### src/rtl/mtak_pkg.sv
// ----------------------------------------------------------------------------
// mtak_pkg
// Types and constants shared by the motion-to-arrow converter.
// ----------------------------------------------------------------------------
package mtak_pkg;

  localparam int unsigned PADDR_W = 3;
  localparam int unsigned PDATA_W = 32;

  localparam logic [PADDR_W-3:0] REG_STEP_FACTOR = 1'b0;

  localparam logic [7:0] STEP_FACTOR_RESET = 8'd24;
  localparam logic [7:0] MIN_FACTOR        = 8'd4;
  localparam logic [5:0] TAP_CAP           = 6'd63;

  localparam logic [1:0] KIND_MOTION = 2'd0;
  localparam logic [1:0] KIND_TAP    = 2'd1;
  localparam logic [1:0] KIND_ACK    = 2'd2;

  localparam logic [1:0] DIR_RIGHT = 2'd0;
  localparam logic [1:0] DIR_LEFT  = 2'd1;
  localparam logic [1:0] DIR_DOWN  = 2'd2;
  localparam logic [1:0] DIR_UP    = 2'd3;

  typedef struct packed {
    logic load;
    logic ack;
    logic pass;
    logic accum;
    logic start;
    logic tap;
    logic zero_other;
    logic final_rpt;
  } cmd_t;

  typedef struct packed {
    logic action;
    logic mode;
    logic over;
    logic tap_ok;
    logic out_free;
  } stat_t;

endpackage

### src/rtl/mtak_ctrl.sv
// ----------------------------------------------------------------------------
// mtak_ctrl
// Sequencer: decodes the item; ack, pass or accumulate, tap loop, final report.
// ----------------------------------------------------------------------------
module mtak_ctrl (
  input  logic           clk_i,
  input  logic           rst_ni,
  input  logic           in_valid_i,
  output logic           in_stall_o,
  input  mtak_pkg::stat_t stat_i,
  output mtak_pkg::cmd_t  cmd_o
);
  import mtak_pkg::*;

  typedef enum logic [4:0] {
    ST_IDLE  = 5'b00001,
    ST_EVAL  = 5'b00010,
    ST_START = 5'b00100,
    ST_TAP   = 5'b01000,
    ST_FINAL = 5'b10000
  } state_e;

  state_e state_q, state_d;

  assign in_stall_o = (state_q != ST_IDLE);

  always_comb begin
    state_d = state_q;
    cmd_o   = '0;
    unique case (state_q)
      ST_IDLE: begin
        if (in_valid_i) begin
          cmd_o.load = 1'b1;
          state_d    = ST_EVAL;
        end
      end
      ST_EVAL: begin
        if (stat_i.action) begin
          if (stat_i.out_free) begin
            cmd_o.ack = 1'b1;
            state_d   = ST_IDLE;
          end
        end else if (!stat_i.mode) begin
          if (stat_i.out_free) begin
            cmd_o.pass = 1'b1;
            state_d    = ST_IDLE;
          end
        end else begin
          cmd_o.accum = 1'b1;
          state_d     = ST_START;
        end
      end
      ST_START: begin
        if (stat_i.over) begin
          cmd_o.start = 1'b1;
          state_d     = ST_TAP;
        end else begin
          state_d = ST_FINAL;
        end
      end
      ST_TAP: begin
        // bound is re-evaluated from the updated accumulators each tap
        if (stat_i.tap_ok) begin
          if (stat_i.out_free) cmd_o.tap = 1'b1;
        end else begin
          cmd_o.zero_other = 1'b1;
          state_d          = ST_FINAL;
        end
      end
      ST_FINAL: begin
        if (stat_i.out_free) begin
          cmd_o.final_rpt = 1'b1;
          state_d         = ST_IDLE;
        end
      end
      default: state_d = ST_IDLE;
    endcase
  end

  always_ff @(posedge clk_i or negedge rst_ni) begin
    if (!rst_ni) begin
      state_q <= ST_IDLE;
    end else begin
      state_q <= state_d;
    end
  end

endmodule

### src/rtl/mtak_dp.sv
// ----------------------------------------------------------------------------
// mtak_dp
// Accumulators, tap counter, running bound product and output register.
// ----------------------------------------------------------------------------
module mtak_dp (
  input  logic              clk_i,
  input  logic              rst_ni,
  input  mtak_pkg::cmd_t    cmd_i,
  output mtak_pkg::stat_t   stat_o,
  input  logic [7:0]        step_factor_i,
  input  logic              action_i,
  input  logic signed [7:0] delta_x_i,
  input  logic signed [7:0] delta_y_i,
  output logic              out_valid_o,
  input  logic              out_stall_i,
  output logic [1:0]        kind_o,
  output logic [1:0]        direction_o,
  output logic signed [7:0] report_x_o,
  output logic signed [7:0] report_y_o,
  output logic              arrow_mode_o,
  output logic              last_o
);
  import mtak_pkg::*;

  logic              action_q;
  logic [7:0]        dx_q, dy_q;
  logic              mode_q;
  logic [9:0]        ax_q, ax_d, ay_q, ay_d;
  logic [1:0]        dir_q;
  logic              horiz_q;
  logic [5:0]        cnt_q;
  logic [13:0]       prod_q;

  logic              out_valid_q, out_valid_d;
  logic [1:0]        kind_q, dir_out_q;
  logic [7:0]        rx_q, ry_q;
  logic              mode_out_q, last_q;

  logic [7:0]        fac;
  logic [9:0]        abs_x, abs_y;
  logic [10:0]       sum;
  logic [10:0]       sx, sy;
  logic [9:0]        sat_x, sat_y;
  logic [10:0]       x_m, x_p, y_m, y_p;
  logic              ax_pos, ay_pos, horiz;
  logic [1:0]        dir_new;
  logic              emit;

  assign fac   = (step_factor_i < MIN_FACTOR) ? MIN_FACTOR : step_factor_i;
  assign abs_x = ax_q[9] ? 10'(-ax_q) : ax_q;
  assign abs_y = ay_q[9] ? 10'(-ay_q) : ay_q;
  assign sum   = {1'b0, abs_x} + {1'b0, abs_y};

  // saturating add of the deltas
  assign sx = {ax_q[9], ax_q} + {{3{dx_q[7]}}, dx_q};
  assign sy = {ay_q[9], ay_q} + {{3{dy_q[7]}}, dy_q};
  always_comb begin
    case (sx[10:9])
      2'b01:   sat_x = 10'h1FF;
      2'b10:   sat_x = 10'h200;
      default: sat_x = sx[9:0];
    endcase
    case (sy[10:9])
      2'b01:   sat_y = 10'h1FF;
      2'b10:   sat_y = 10'h200;
      default: sat_y = sy[9:0];
    endcase
  end

  assign x_m = {ax_q[9], ax_q} - {3'b0, fac};
  assign x_p = {ax_q[9], ax_q} + {3'b0, fac};
  assign y_m = {ay_q[9], ay_q} - {3'b0, fac};
  assign y_p = {ay_q[9], ay_q} + {3'b0, fac};

  assign ax_pos  = !ax_q[9] && (ax_q != '0);
  assign ay_pos  = !ay_q[9] && (ay_q != '0);
  assign horiz   = abs_x > abs_y;
  assign dir_new = horiz ? (ax_pos ? DIR_RIGHT : DIR_LEFT)
                         : (ay_pos ? DIR_DOWN : DIR_UP);

  assign stat_o.action   = action_q;
  assign stat_o.mode     = mode_q;
  assign stat_o.over     = sum >= {3'b0, fac};
  // tap i allowed while i < 63 and i*fac <= |x|+|y|
  assign stat_o.tap_ok   = (cnt_q != TAP_CAP) && ({3'b0, sum} >= prod_q);
  assign stat_o.out_free = !out_valid_q || !out_stall_i;

  always_comb begin
    ax_d = ax_q;
    ay_d = ay_q;
    if (cmd_i.accum) begin
      ax_d = sat_x;
      ay_d = sat_y;
    end else if (cmd_i.tap) begin
      case (dir_q)
        DIR_RIGHT: ax_d = (!x_m[10] && x_m != '0) ? x_m[9:0] : '0;
        DIR_LEFT:  ax_d = x_p[10] ? x_p[9:0] : '0;
        DIR_DOWN:  ay_d = (!y_m[10] && y_m != '0) ? y_m[9:0] : '0;
        default:   ay_d = y_p[10] ? y_p[9:0] : '0;
      endcase
    end else if (cmd_i.zero_other) begin
      if (horiz_q) ay_d = '0;
      else         ax_d = '0;
    end
  end

  always_ff @(posedge clk_i or negedge rst_ni) begin
    if (!rst_ni) begin
      mode_q <= 1'b0;
      ax_q   <= '0;
      ay_q   <= '0;
    end else begin
      if (cmd_i.ack) mode_q <= !mode_q;
      ax_q <= ax_d;
      ay_q <= ay_d;
    end
  end

  always_ff @(posedge clk_i) begin
    if (cmd_i.load) begin
      action_q <= action_i;
      dx_q     <= delta_x_i;
      dy_q     <= delta_y_i;
    end
    if (cmd_i.start) begin
      dir_q   <= dir_new;
      horiz_q <= horiz;
      cnt_q   <= '0;
      prod_q  <= '0;
    end else if (cmd_i.tap) begin
      cnt_q  <= cnt_q + 6'd1;
      prod_q <= prod_q + {6'b0, fac};
    end
  end

  // output register
  assign emit        = cmd_i.ack || cmd_i.pass || cmd_i.tap || cmd_i.final_rpt;
  assign out_valid_d = emit || (out_valid_q && out_stall_i);

  always_ff @(posedge clk_i or negedge rst_ni) begin
    if (!rst_ni) begin
      out_valid_q <= 1'b0;
    end else begin
      out_valid_q <= out_valid_d;
    end
  end

  always_ff @(posedge clk_i) begin
    if (emit) begin
      kind_q     <= KIND_MOTION;
      dir_out_q  <= DIR_RIGHT;
      rx_q       <= '0;
      ry_q       <= '0;
      mode_out_q <= mode_q;
      last_q     <= 1'b1;
      if (cmd_i.ack) begin
        kind_q     <= KIND_ACK;
        mode_out_q <= !mode_q;
      end else if (cmd_i.pass) begin
        rx_q <= dx_q;
        ry_q <= dy_q;
      end else if (cmd_i.tap) begin
        kind_q    <= KIND_TAP;
        dir_out_q <= dir_q;
        last_q    <= 1'b0;
      end
    end
  end

  assign out_valid_o  = out_valid_q;
  assign kind_o       = kind_q;
  assign direction_o  = dir_out_q;
  assign report_x_o   = rx_q;
  assign report_y_o   = ry_q;
  assign arrow_mode_o = mode_out_q;
  assign last_o       = last_q;

endmodule

### src/rtl/motion_to_arrow_key_converter_unit.sv
// ----------------------------------------------------------------------------
// motion_to_arrow_key_converter_unit
// Turns pointer motion into arrow taps in arrow mode, else passes it through.
// ----------------------------------------------------------------------------
//  channel   handshake                 payload
//  input     in_valid_i / in_stall_o    action_i, delta_x_i, delta_y_i
//  output    out_valid_o / out_stall_i  kind_o, direction_o, report_x_o,
//                                       report_y_o, arrow_mode_o, last_o
//  config    APB (psel..pready)         step_factor at byte address 0
//
//  One item at a time. Arrow mode gives N taps (N <= 63), one result per
//  cycle from the tap loop of the sequencer while the output is not stalled.
//  Output stall holds the sequencer in place; input is stalled until the
//  item's last result is loaded into the output register.
//  Reset clears arrow mode, accumulators and sets step_factor to 24.
// ----------------------------------------------------------------------------
module motion_to_arrow_key_converter_unit (
  input  logic                          clk_i,
  input  logic                          rst_ni,
  input  logic                          psel,
  input  logic                          penable,
  input  logic                          pwrite,
  input  logic [mtak_pkg::PADDR_W-1:0]  paddr,
  input  logic [mtak_pkg::PDATA_W-1:0]  pwdata,
  output logic [mtak_pkg::PDATA_W-1:0]  prdata,
  output logic                          pready,
  input  logic                          in_valid_i,
  output logic                          in_stall_o,
  input  logic                          action_i,
  input  logic signed [7:0]             delta_x_i,
  input  logic signed [7:0]             delta_y_i,
  output logic                          out_valid_o,
  input  logic                          out_stall_i,
  output logic [1:0]                    kind_o,
  output logic [1:0]                    direction_o,
  output logic signed [7:0]             report_x_o,
  output logic signed [7:0]             report_y_o,
  output logic                          arrow_mode_o,
  output logic                          last_o
);
  import mtak_pkg::*;

  logic [7:0] step_factor_q;
  logic       sel_step;
  cmd_t       cmd;
  stat_t      stat;

  assign pready   = 1'b1;
  assign sel_step = (paddr[PADDR_W-1:2] == REG_STEP_FACTOR);
  assign prdata   = sel_step ? {{(PDATA_W-8){1'b0}}, step_factor_q} : '0;

  always_ff @(posedge clk_i or negedge rst_ni) begin
    if (!rst_ni) begin
      step_factor_q <= STEP_FACTOR_RESET;
    end else if (psel && penable && pwrite && pready && sel_step) begin
      step_factor_q <= pwdata[7:0];
    end
  end

  mtak_ctrl u_ctrl (
    .clk_i      (clk_i),
    .rst_ni     (rst_ni),
    .in_valid_i (in_valid_i),
    .in_stall_o (in_stall_o),
    .stat_i     (stat),
    .cmd_o      (cmd)
  );

  mtak_dp u_dp (
    .clk_i         (clk_i),
    .rst_ni        (rst_ni),
    .cmd_i         (cmd),
    .stat_o        (stat),
    .step_factor_i (step_factor_q),
    .action_i      (action_i),
    .delta_x_i     (delta_x_i),
    .delta_y_i     (delta_y_i),
    .out_valid_o   (out_valid_o),
    .out_stall_i   (out_stall_i),
    .kind_o        (kind_o),
    .direction_o   (direction_o),
    .report_x_o    (report_x_o),
    .report_y_o    (report_y_o),
    .arrow_mode_o  (arrow_mode_o),
    .last_o        (last_o)
  );

endmodule

### config.mk
export PLATFORM = sky130hd
export DESIGN_NAME = motion_to_arrow_key_converter_unit
export DESIGN_NICKNAME = d
export VERILOG_FILES = /design/src/rtl/mtak_pkg.sv /design/src/rtl/mtak_ctrl.sv /design/src/rtl/mtak_dp.sv /design/src/rtl/motion_to_arrow_key_converter_unit.sv
export SDC_FILE = /design/constraint.sdc
export NUM_CORES = 1
export LEC_CHECK = 0
export ABC_CLOCK_PERIOD_IN_PS = 5000
export BUFFER_PORTS_ARGS = -buffer_cell sky130_fd_sc_hd__buf_2
export CORE_MARGIN = 1.5
export CORE_UTILIZATION = 54
export DETAILED_ROUTE_END_ITERATION = 12
export PLACE_DENSITY = 0.78
export RECOVER_POWER = 50
export SYNTH_ARGS = -nofsm -noshare
export SYNTH_HDL_FRONTEND = slang
export SYNTH_SLANG_ARGS = --single-unit
### constraint.sdc
create_clock -name clk_i -period 5 [get_ports clk_i]
set_clock_uncertainty 0.2 [all_clocks]
set_input_delay 0.75 -clock clk_i [delete_from_list [all_inputs] [get_ports clk_i]]
set_output_delay 0.75 -clock clk_i [all_outputs]
set_load 0.05 [all_outputs]
### Word-level counts from Yosys, hierarchy flattened

Index checks and enable logic that the tools add are counted.

| word-level totals | value |
|---|---|
| bits in registers | 97 |
| latch bits | 0 |
| RAM bits | 0 |
| ROM bits | 0 |
| input bits | 59 |
| output and inout bits | 57 |
| logic and storage cells | 139 |
| memories | 0 |

| operators by class | value |
|---|---|
| add/sub/neg operators | 11 |
| $mul | 0 |
| div/mod/pow operators | 0 |
| $lt $le $gt $ge | 4 |
| equal/unequal tests | 18 |
| shifts and indexed selects | 0 |
| multiplexer cells | 48 |
| bitwise operators | 3 |
| reductions and logical operators | 35 |

Operators by type and width:

| cell | count |
|---|---|
| 10-bit 2-to-1 mux | 14 |
| 10-bit case mux with 2 select lines | 4 |
| 5-bit 2-to-1 mux | 6 |
| 5-bit case mux with 5 select lines | 1 |
| 10-bit by 8-bit adder with 11-bit output | 2 |
| 10-bit by 9-bit adder with 11-bit output | 2 |
| 11-bit nonzero test | 2 |
| 10-bit by 9-bit subtractor with 11-bit output | 2 |
| 10-bit negation | 2 |
| 10-bit nonzero test | 2 |
| 1-bit 2-to-1 mux | 16 |
| 8-bit 2-to-1 mux | 2 |
| 14-bit by 8-bit adder with 14-bit output | 1 |
| 11-bit by 14-bit >= comparator with 1-bit output | 1 |
| 10-bit by 10-bit adder with 11-bit output | 1 |
| 11-bit by 8-bit >= comparator with 1-bit output | 1 |
| 10-bit > comparator | 1 |
| 1-bit logical AND | 9 |
| 8-bit by 3-bit less-than comparator with 1-bit output, second input constant | 1 |
| 2-bit 2-to-1 mux | 4 |
| 1-bit logical NOT | 7 |
| 6-bit by 1-bit adder with 6-bit output, second input constant | 1 |
| 2-bit by 1-bit equality test with 1-bit output, second input constant | 3 |
| 2-bit equality test, second input constant | 3 |
| other kinds (20) | 31 |

### Depth between registers and ports, before layout

| depth | value |
|---|---|
| depth in word-level cells | 10 |
| gate-level depth with buffers | 24 |
| gate-level depth less buffers | 23 |

### Modules after synthesis

A second synthesis with hierarchy kept.

| second synthesis, totals | value |
|---|---|
| cells, all modules | 974 |
| area total of the unflattened synthesis | 8,683.3 um^2 |

By module, submodules not included:

| module | times used | cells an instance | area an instance (um^2) | seq. area each (um^2) |
|---|---|---|---|---|
| mtak_dp | 1 | 867 | 7,654.8 | 2,212.1 |
| motion_to_arrow_key_converter_unit | 1 | 52 | 581.8 | 202.7 |
| mtak_ctrl | 1 | 55 | 446.7 | 126.4 |

### Worst setup path before layout

Ideal clock, no wire load.

| path | value |
|---|---|
| kind | flip-flop to flip-flop |
| from | register u_dp.ay_q[1] |
| to | register u_dp.mode_out_q (netlist: u_dp.arrow_mode_o), enable pin |
| library setup time | 408 ps |
| data arrival time | 4,663 ps |
| required time | 4,392 ps |
| path slack | -272 ps |
| stages on the path, launching flop included | 21 |
| buffers on the path | 0 |
| clock period less this slack | 5,272 ps |
| path through | dfrtp_1 inv_1 ha_1 nand2_1 o21a_1 inv_1 fa_1 a21oi_1 nor2_1 o21ai_0 a211oi_1 o21a_1 nor2_1 o21bai_1 ha_1 nor2_1 nor4_1 nand3_1 o21ai_2 a21oi_1 a21oi_1 |

| between the ends | value |
|---|---|
| word-level cells in the longest chain between the ends | 9 |

RTL lines:

| what | line | source |
|---|---|---|
| start: declaration | mtak_dp.sv:28 | `logic [9:0] ax_q, ax_d, ay_q, ay_d;` |
| start signal: assignment | mtak_dp.sv:115 | `ay_q <= ay_d;` |
| 10-bit negation | mtak_dp.sv:51 | `assign abs_y = ay_q[9] ? 10'(-ay_q) : ay_q;` |
| 10-bit 2-to-1 mux (*) | mtak_dp.sv:51 |  |
| 10-bit by 10-bit adder with 11-bit output (*) | mtak_dp.sv:52 | `assign sum = {1'b0, abs_x} + {1'b0, abs_y};` |
| 11-bit by 14-bit >= comparator with 1-bit output (*) | mtak_dp.sv:85 | `assign stat_o.tap_ok = (cnt_q != TAP_CAP) && ({3'b0, sum} >= prod_q);` |
| 1-bit logical AND (*) | mtak_dp.sv:85 |  |
| 1-bit 2-to-1 mux (*) | mtak_ctrl.sv:63 | `if (stat_i.tap_ok) begin` |
| 2-bit 2-to-1 mux (*) | mtak_ctrl.sv:30 | `unique case (state_q)` |
| 1-bit logical OR (*) (2 in a row) | mtak_dp.sv:137 | `assign emit = cmd_i.ack \|\| cmd_i.pass \|\| cmd_i.tap \|\| cmd_i.final_rpt;` |
| net u_dp.emit | mtak_dp.sv:47 | `logic emit;` |
| end signal: assignment | mtak_dp.sv:154 | `mode_out_q <= mode_q;` |
| end signal: assignment | mtak_dp.sv:158 | `mode_out_q <= !mode_q;` |
| end: declaration | mtak_dp.sv:37 | `logic mode_out_q, last_q;` |

Mark *: on every way through the listed nets, which the timed path passes. The rest lies on a longest branch.
A chain may end at the register's enable or synchronous reset.

### Final worst setup path

| path | value |
|---|---|
| from | register u_dp.ay_q[0] |
| to | register u_dp.ax_q[5] |

| between the ends | value |
|---|---|
| word-level cells in the longest chain between the ends | 9 |
| elaborated cells between the ends (all ways) | 14 |
| classes of those cells | add/sub: 2; order compare: 1; eq/ne: 2; mux: 6; reduce/logical: 3 |

RTL lines:

| what | line | source |
|---|---|---|
| 10-bit negation | mtak_dp.sv:51 |  |
| 10-bit 2-to-1 mux (*) | mtak_dp.sv:51 |  |
| 10-bit by 10-bit adder with 11-bit output (*) | mtak_dp.sv:52 |  |
| 11-bit by 14-bit >= comparator with 1-bit output (*) | mtak_dp.sv:85 |  |
| 1-bit logical AND (*) | mtak_dp.sv:85 |  |
| 1-bit 2-to-1 mux | mtak_ctrl.sv:63 |  |
| 2-bit 2-to-1 mux (*) | mtak_ctrl.sv:30 |  |
| 4-bit inequality test (no line), or another cell as far along | - |  |
| 3-bit AND reduction (no line) or 10-bit 2-to-1 mux (tied branches) | - |  |
| end signal: assignment | mtak_dp.sv:110 | `ax_q <= '0;` |
| end signal: assignment | mtak_dp.sv:114 | `ax_q <= ax_d;` |
| end: declaration | mtak_dp.sv:28 |  |

Mark *: on every way between the ends. The rest lies on a longest branch, timed or not.

==> results.cfg <==
[critical_path]
worst_path_largest_cell_delay_ns = 0.43
cp-end-kind = flip-flop
endpoint = u_dp.ax_q[5]$_DFFE_PN0P_
cp_common_cell = a21oi_2
path_buf_inv = 3
path_class = flip-flop to flip-flop
cp.required_ns = 5.10
critPathTopFamily = compound AO/OA/AOI/OAI gates
cp_cell_sequence = inv_1, ha_1, nand2_1, or3_1, nand2_1, xnor2_2, ha_2, a21oi_2, buf_4, a21oi_2, a21o_1, a21oi_1, xnor2_1, ha_1, o21ai_0, a21oi_1, nand3_1, o21a_2, buf_4, or3_4, o32a_1, a21oi_2
worstSetupPathDepth = 22
startpoint = u_dp.ay_q[0]$_DFFE_PN0P_
r2r_start = u_dp.ay_q[0]$_DFFE_PN0P_
r2r-end = u_dp.ax_q[5]$_DFFE_PN0P_
worstPathArrival_ns = 4.91
r2r_slack_ns = 0.20
start_kind = flip-flop
slowest_stage = or3_4
cp_max_fo = 5
worst_r2r_path_depth = 22

[timing]
clock.fmax_mhz = 208.3
final.period_utilization_pct = 96.03
setup_violations = 0
hold_violations = 0
fin_crit_ns = 4.802
drv_slew = 36
worst_pin_slew_ns = 2.164
worst_slew_margin_rel_pct = -44.30

[yosys]
ys_seq_elements = 97
synthMuxAreaShare_pct = 2.006
yosys_warnings = 0
syn_area_mm2 = 0.008668
ys_top_cells_by_area = ha_1 15%, edfxtp_1 15%, dfrtp_1 9.2%
yosys.area_share.simple_pct = 18.14
synth_xor_area_share_pct = 5.860
synth_top_family_by_area = compound AO/OA/AOI/OAI gates
synth_compound_area_share_pct = 20.16
synth_top_area_cell = ha_1
synth_ff_type = edfxtp_1
synth_edf_count = 42
synth_top_area_share_pct = 15.44
synth-adder-area-share_pct = 17.29
synthCells = 988
synth.distinct_cells = 78
async_reset_ff_share_pct = 36.08
syn_area_per_cell_um2 = 8.774
ys_seq_area_share_pct = 29.32

[grt]
antenna_found_initial = 0
grt-ovfl-total = 0
grt_max_degree = 36
grt_pass1_vias = 6928
grt_pass1_wl_um = 34220
grt_usage_pct = 26.40

[floorplan]
dieArea_mm2 = 0.01682
row_count = 46
die_w_um = 129.7
core_mm2 = 0.01577
num_io_pins = 116
start_util_pct = 54.97
die_h_um = 129.7

[place]
gp_congestion = 0.9730
dp_hpwl_um = 16600
port_buffers = 64
place_area_mm2 = 0.009268
dp.cells = 1264

[cts]
max-clock-path-buffers = 2
cts_hold_buf = 0
cts.sinks = 97
cts_tree = yes
cts-root-buf = clkbuf_16
htreeDepth = 3
clock_latency_ns = 0.37
clk_pin_slew_ns = 0.08
cts_inserted_buffers = 9

[route]
routedWlPerCell_um = 17.09
wirelength_um = 21930
drc = 0
drt-initial-drc-count = 441
ant_nets = 0
num_vias = 7473
via_per_inst = 5.825
drt-pass1-iter-count = 7

[final_layout]
final_cell_mix = 106 x ha_1, 80 x inv_1, 77 x nor2_1, 71 x a21oi_1, 61 x nand2_1
final_common_cell = ha_1
antenna_cells = 0
post-route-cell-area_mm2 = 0.009637
nets = 1236
finalNonFillerCells = 1283
syn_to_final_growth_pct = 11.17
drive_gt1_share_pct = 13.03

[status]
violations = capacitance limit, slew limit
status = finished with violations

[job]
drv_cap = 1

[min_path]
hp-class = flip-flop to flip-flop
## cells in the mapped netlist (12+ instances only)
| library cell | number |
|---|---|
| a211oi_1 | 13 |
| a21o_1 | 14 |
| a21oi_1 | 75 |
| a31oi_1 | 14 |
| and2_1 | 22 |
| buf_4 | 25 |
| clkbuf_1 | 20 |
| dfrtp_1 | 32 |
| dfxtp_1 | 20 |
| edfxtp_1 | 42 |
| ha_1 | 107 |
| inv_1 | 81 |
| nand2_1 | 61 |
| nand2b_1 | 12 |
| nand3_1 | 15 |
| nor2_1 | 79 |
| nor2b_1 | 26 |
| nor3_1 | 28 |
| o21a_1 | 15 |
| o21ai_0 | 42 |
| xnor2_1 | 42 |
| xor2_1 | 16 |
## routing by layer
layer / up-vias / GRT usage (%) / wire length [µm]
li1: 3643 / - / -
met1: 3556 / 33.17 / 9494
met2: 226 / 45.50 / 10580
met3: 48 / 4.387 / 1179
met4: 0 / 10.20 / 677
met5: - / 0 / 0
## cells by family (layout without fill, tap and decap cells)
family / after synthesis / after routing
DFF: 97 / 97
xor gates and xnor gates: 58 / 58
other: 2 / 25
buffers and inverters: 137 / 193
adders and majority gates: 115 / 115
and+or+nand+nor: 305 / 305
AOI/OAI and AO/OA: 258 / 258
muxes: 16 / 16
## sequential cells by signal, indices dropped and copies added, names as in the netlist, 8 cells and up
register / count
step_factor_q: 8
u_dp.dx_q: 8
u_dp.ay_q: 10
u_dp.ax_q: 10
u_dp.dy_q: 8
u_dp.report_y_o: 8
u_dp.report_x_o: 8
u_dp.prod_q: 14
## worst min path at each step
| stage | cells after the start | start | slack [ns] | endpoint |
|---|---|---|---|---|
| 5_1_grt | 2 | u_dp.cnt_q[1]$_SDFFE_PP0P_ | 0.31 | u_dp.cnt_q[1]$_SDFFE_PP0P_ |
| 6_report | 2 | u_dp.cnt_q[1]$_SDFFE_PP0P_ | 0.28 | u_dp.cnt_q[1]$_SDFFE_PP0P_ |
| 2_1_floorplan | 2 | u_dp.prod_q[11]$_SDFFE_PP0P_ | 0.24 | u_dp.prod_q[11]$_SDFFE_PP0P_ |
| 4_1_cts | 1 | u_dp.prod_q[12]$_SDFFE_PP0P_ | 0.27 | u_dp.prod_q[12]$_SDFFE_PP0P_ |
| 3_5_place_dp | 1 | u_dp.prod_q[12]$_SDFFE_PP0P_ | 0.26 | u_dp.prod_q[12]$_SDFFE_PP0P_ |
| 3_3_place_gp | 1 | u_dp.prod_q[13]$_SDFFE_PP0P_ | 0.25 | u_dp.prod_q[13]$_SDFFE_PP0P_ |
## layout make-up
cell class                      count  area (µm²)
Inverter                           82       307.8
Timing Repair Buffer               95       526.8
Sequential cell                    97        2542
Fill cell                        1395        6133
Clock inverter                      7       81.33
Multi-Input combinational cell    777        5683
Tap cell                          216       270.3
Clock buffer                        9       225.2
## through the flow
step	setup TNS (ns)	setup WS (ns)	util [%]	hold WS, ns
6_report	0	0.1983	61.11	0.2763
5_1_grt	-0.1155	-0.04628	61.11	0.3104
2_1_floorplan	0	0.2083	-	0.2377
4_1_cts	0	0.06945	60.71	0.2729
3_3_place_gp	0	0.1533	58.77	0.2521
3_5_place_dp	0	0.09467	58.77	0.2619
## worst min-delay path: stages, from the launching register on
cell     delay (ns)
dfxtp_1        0.33
nand2_1        0.05
a21oi_1        0.05
## what timing repair did
action	in CTS	in global routing
setup endpoints to repair	0	36
endpoints found under the hold margin	0	0
gates resized for setup	0	24
buffers inserted	0	3
Power is not shown: default switching activity piles up to over one toggle a cycle in this logic, so the estimate is an artifact.
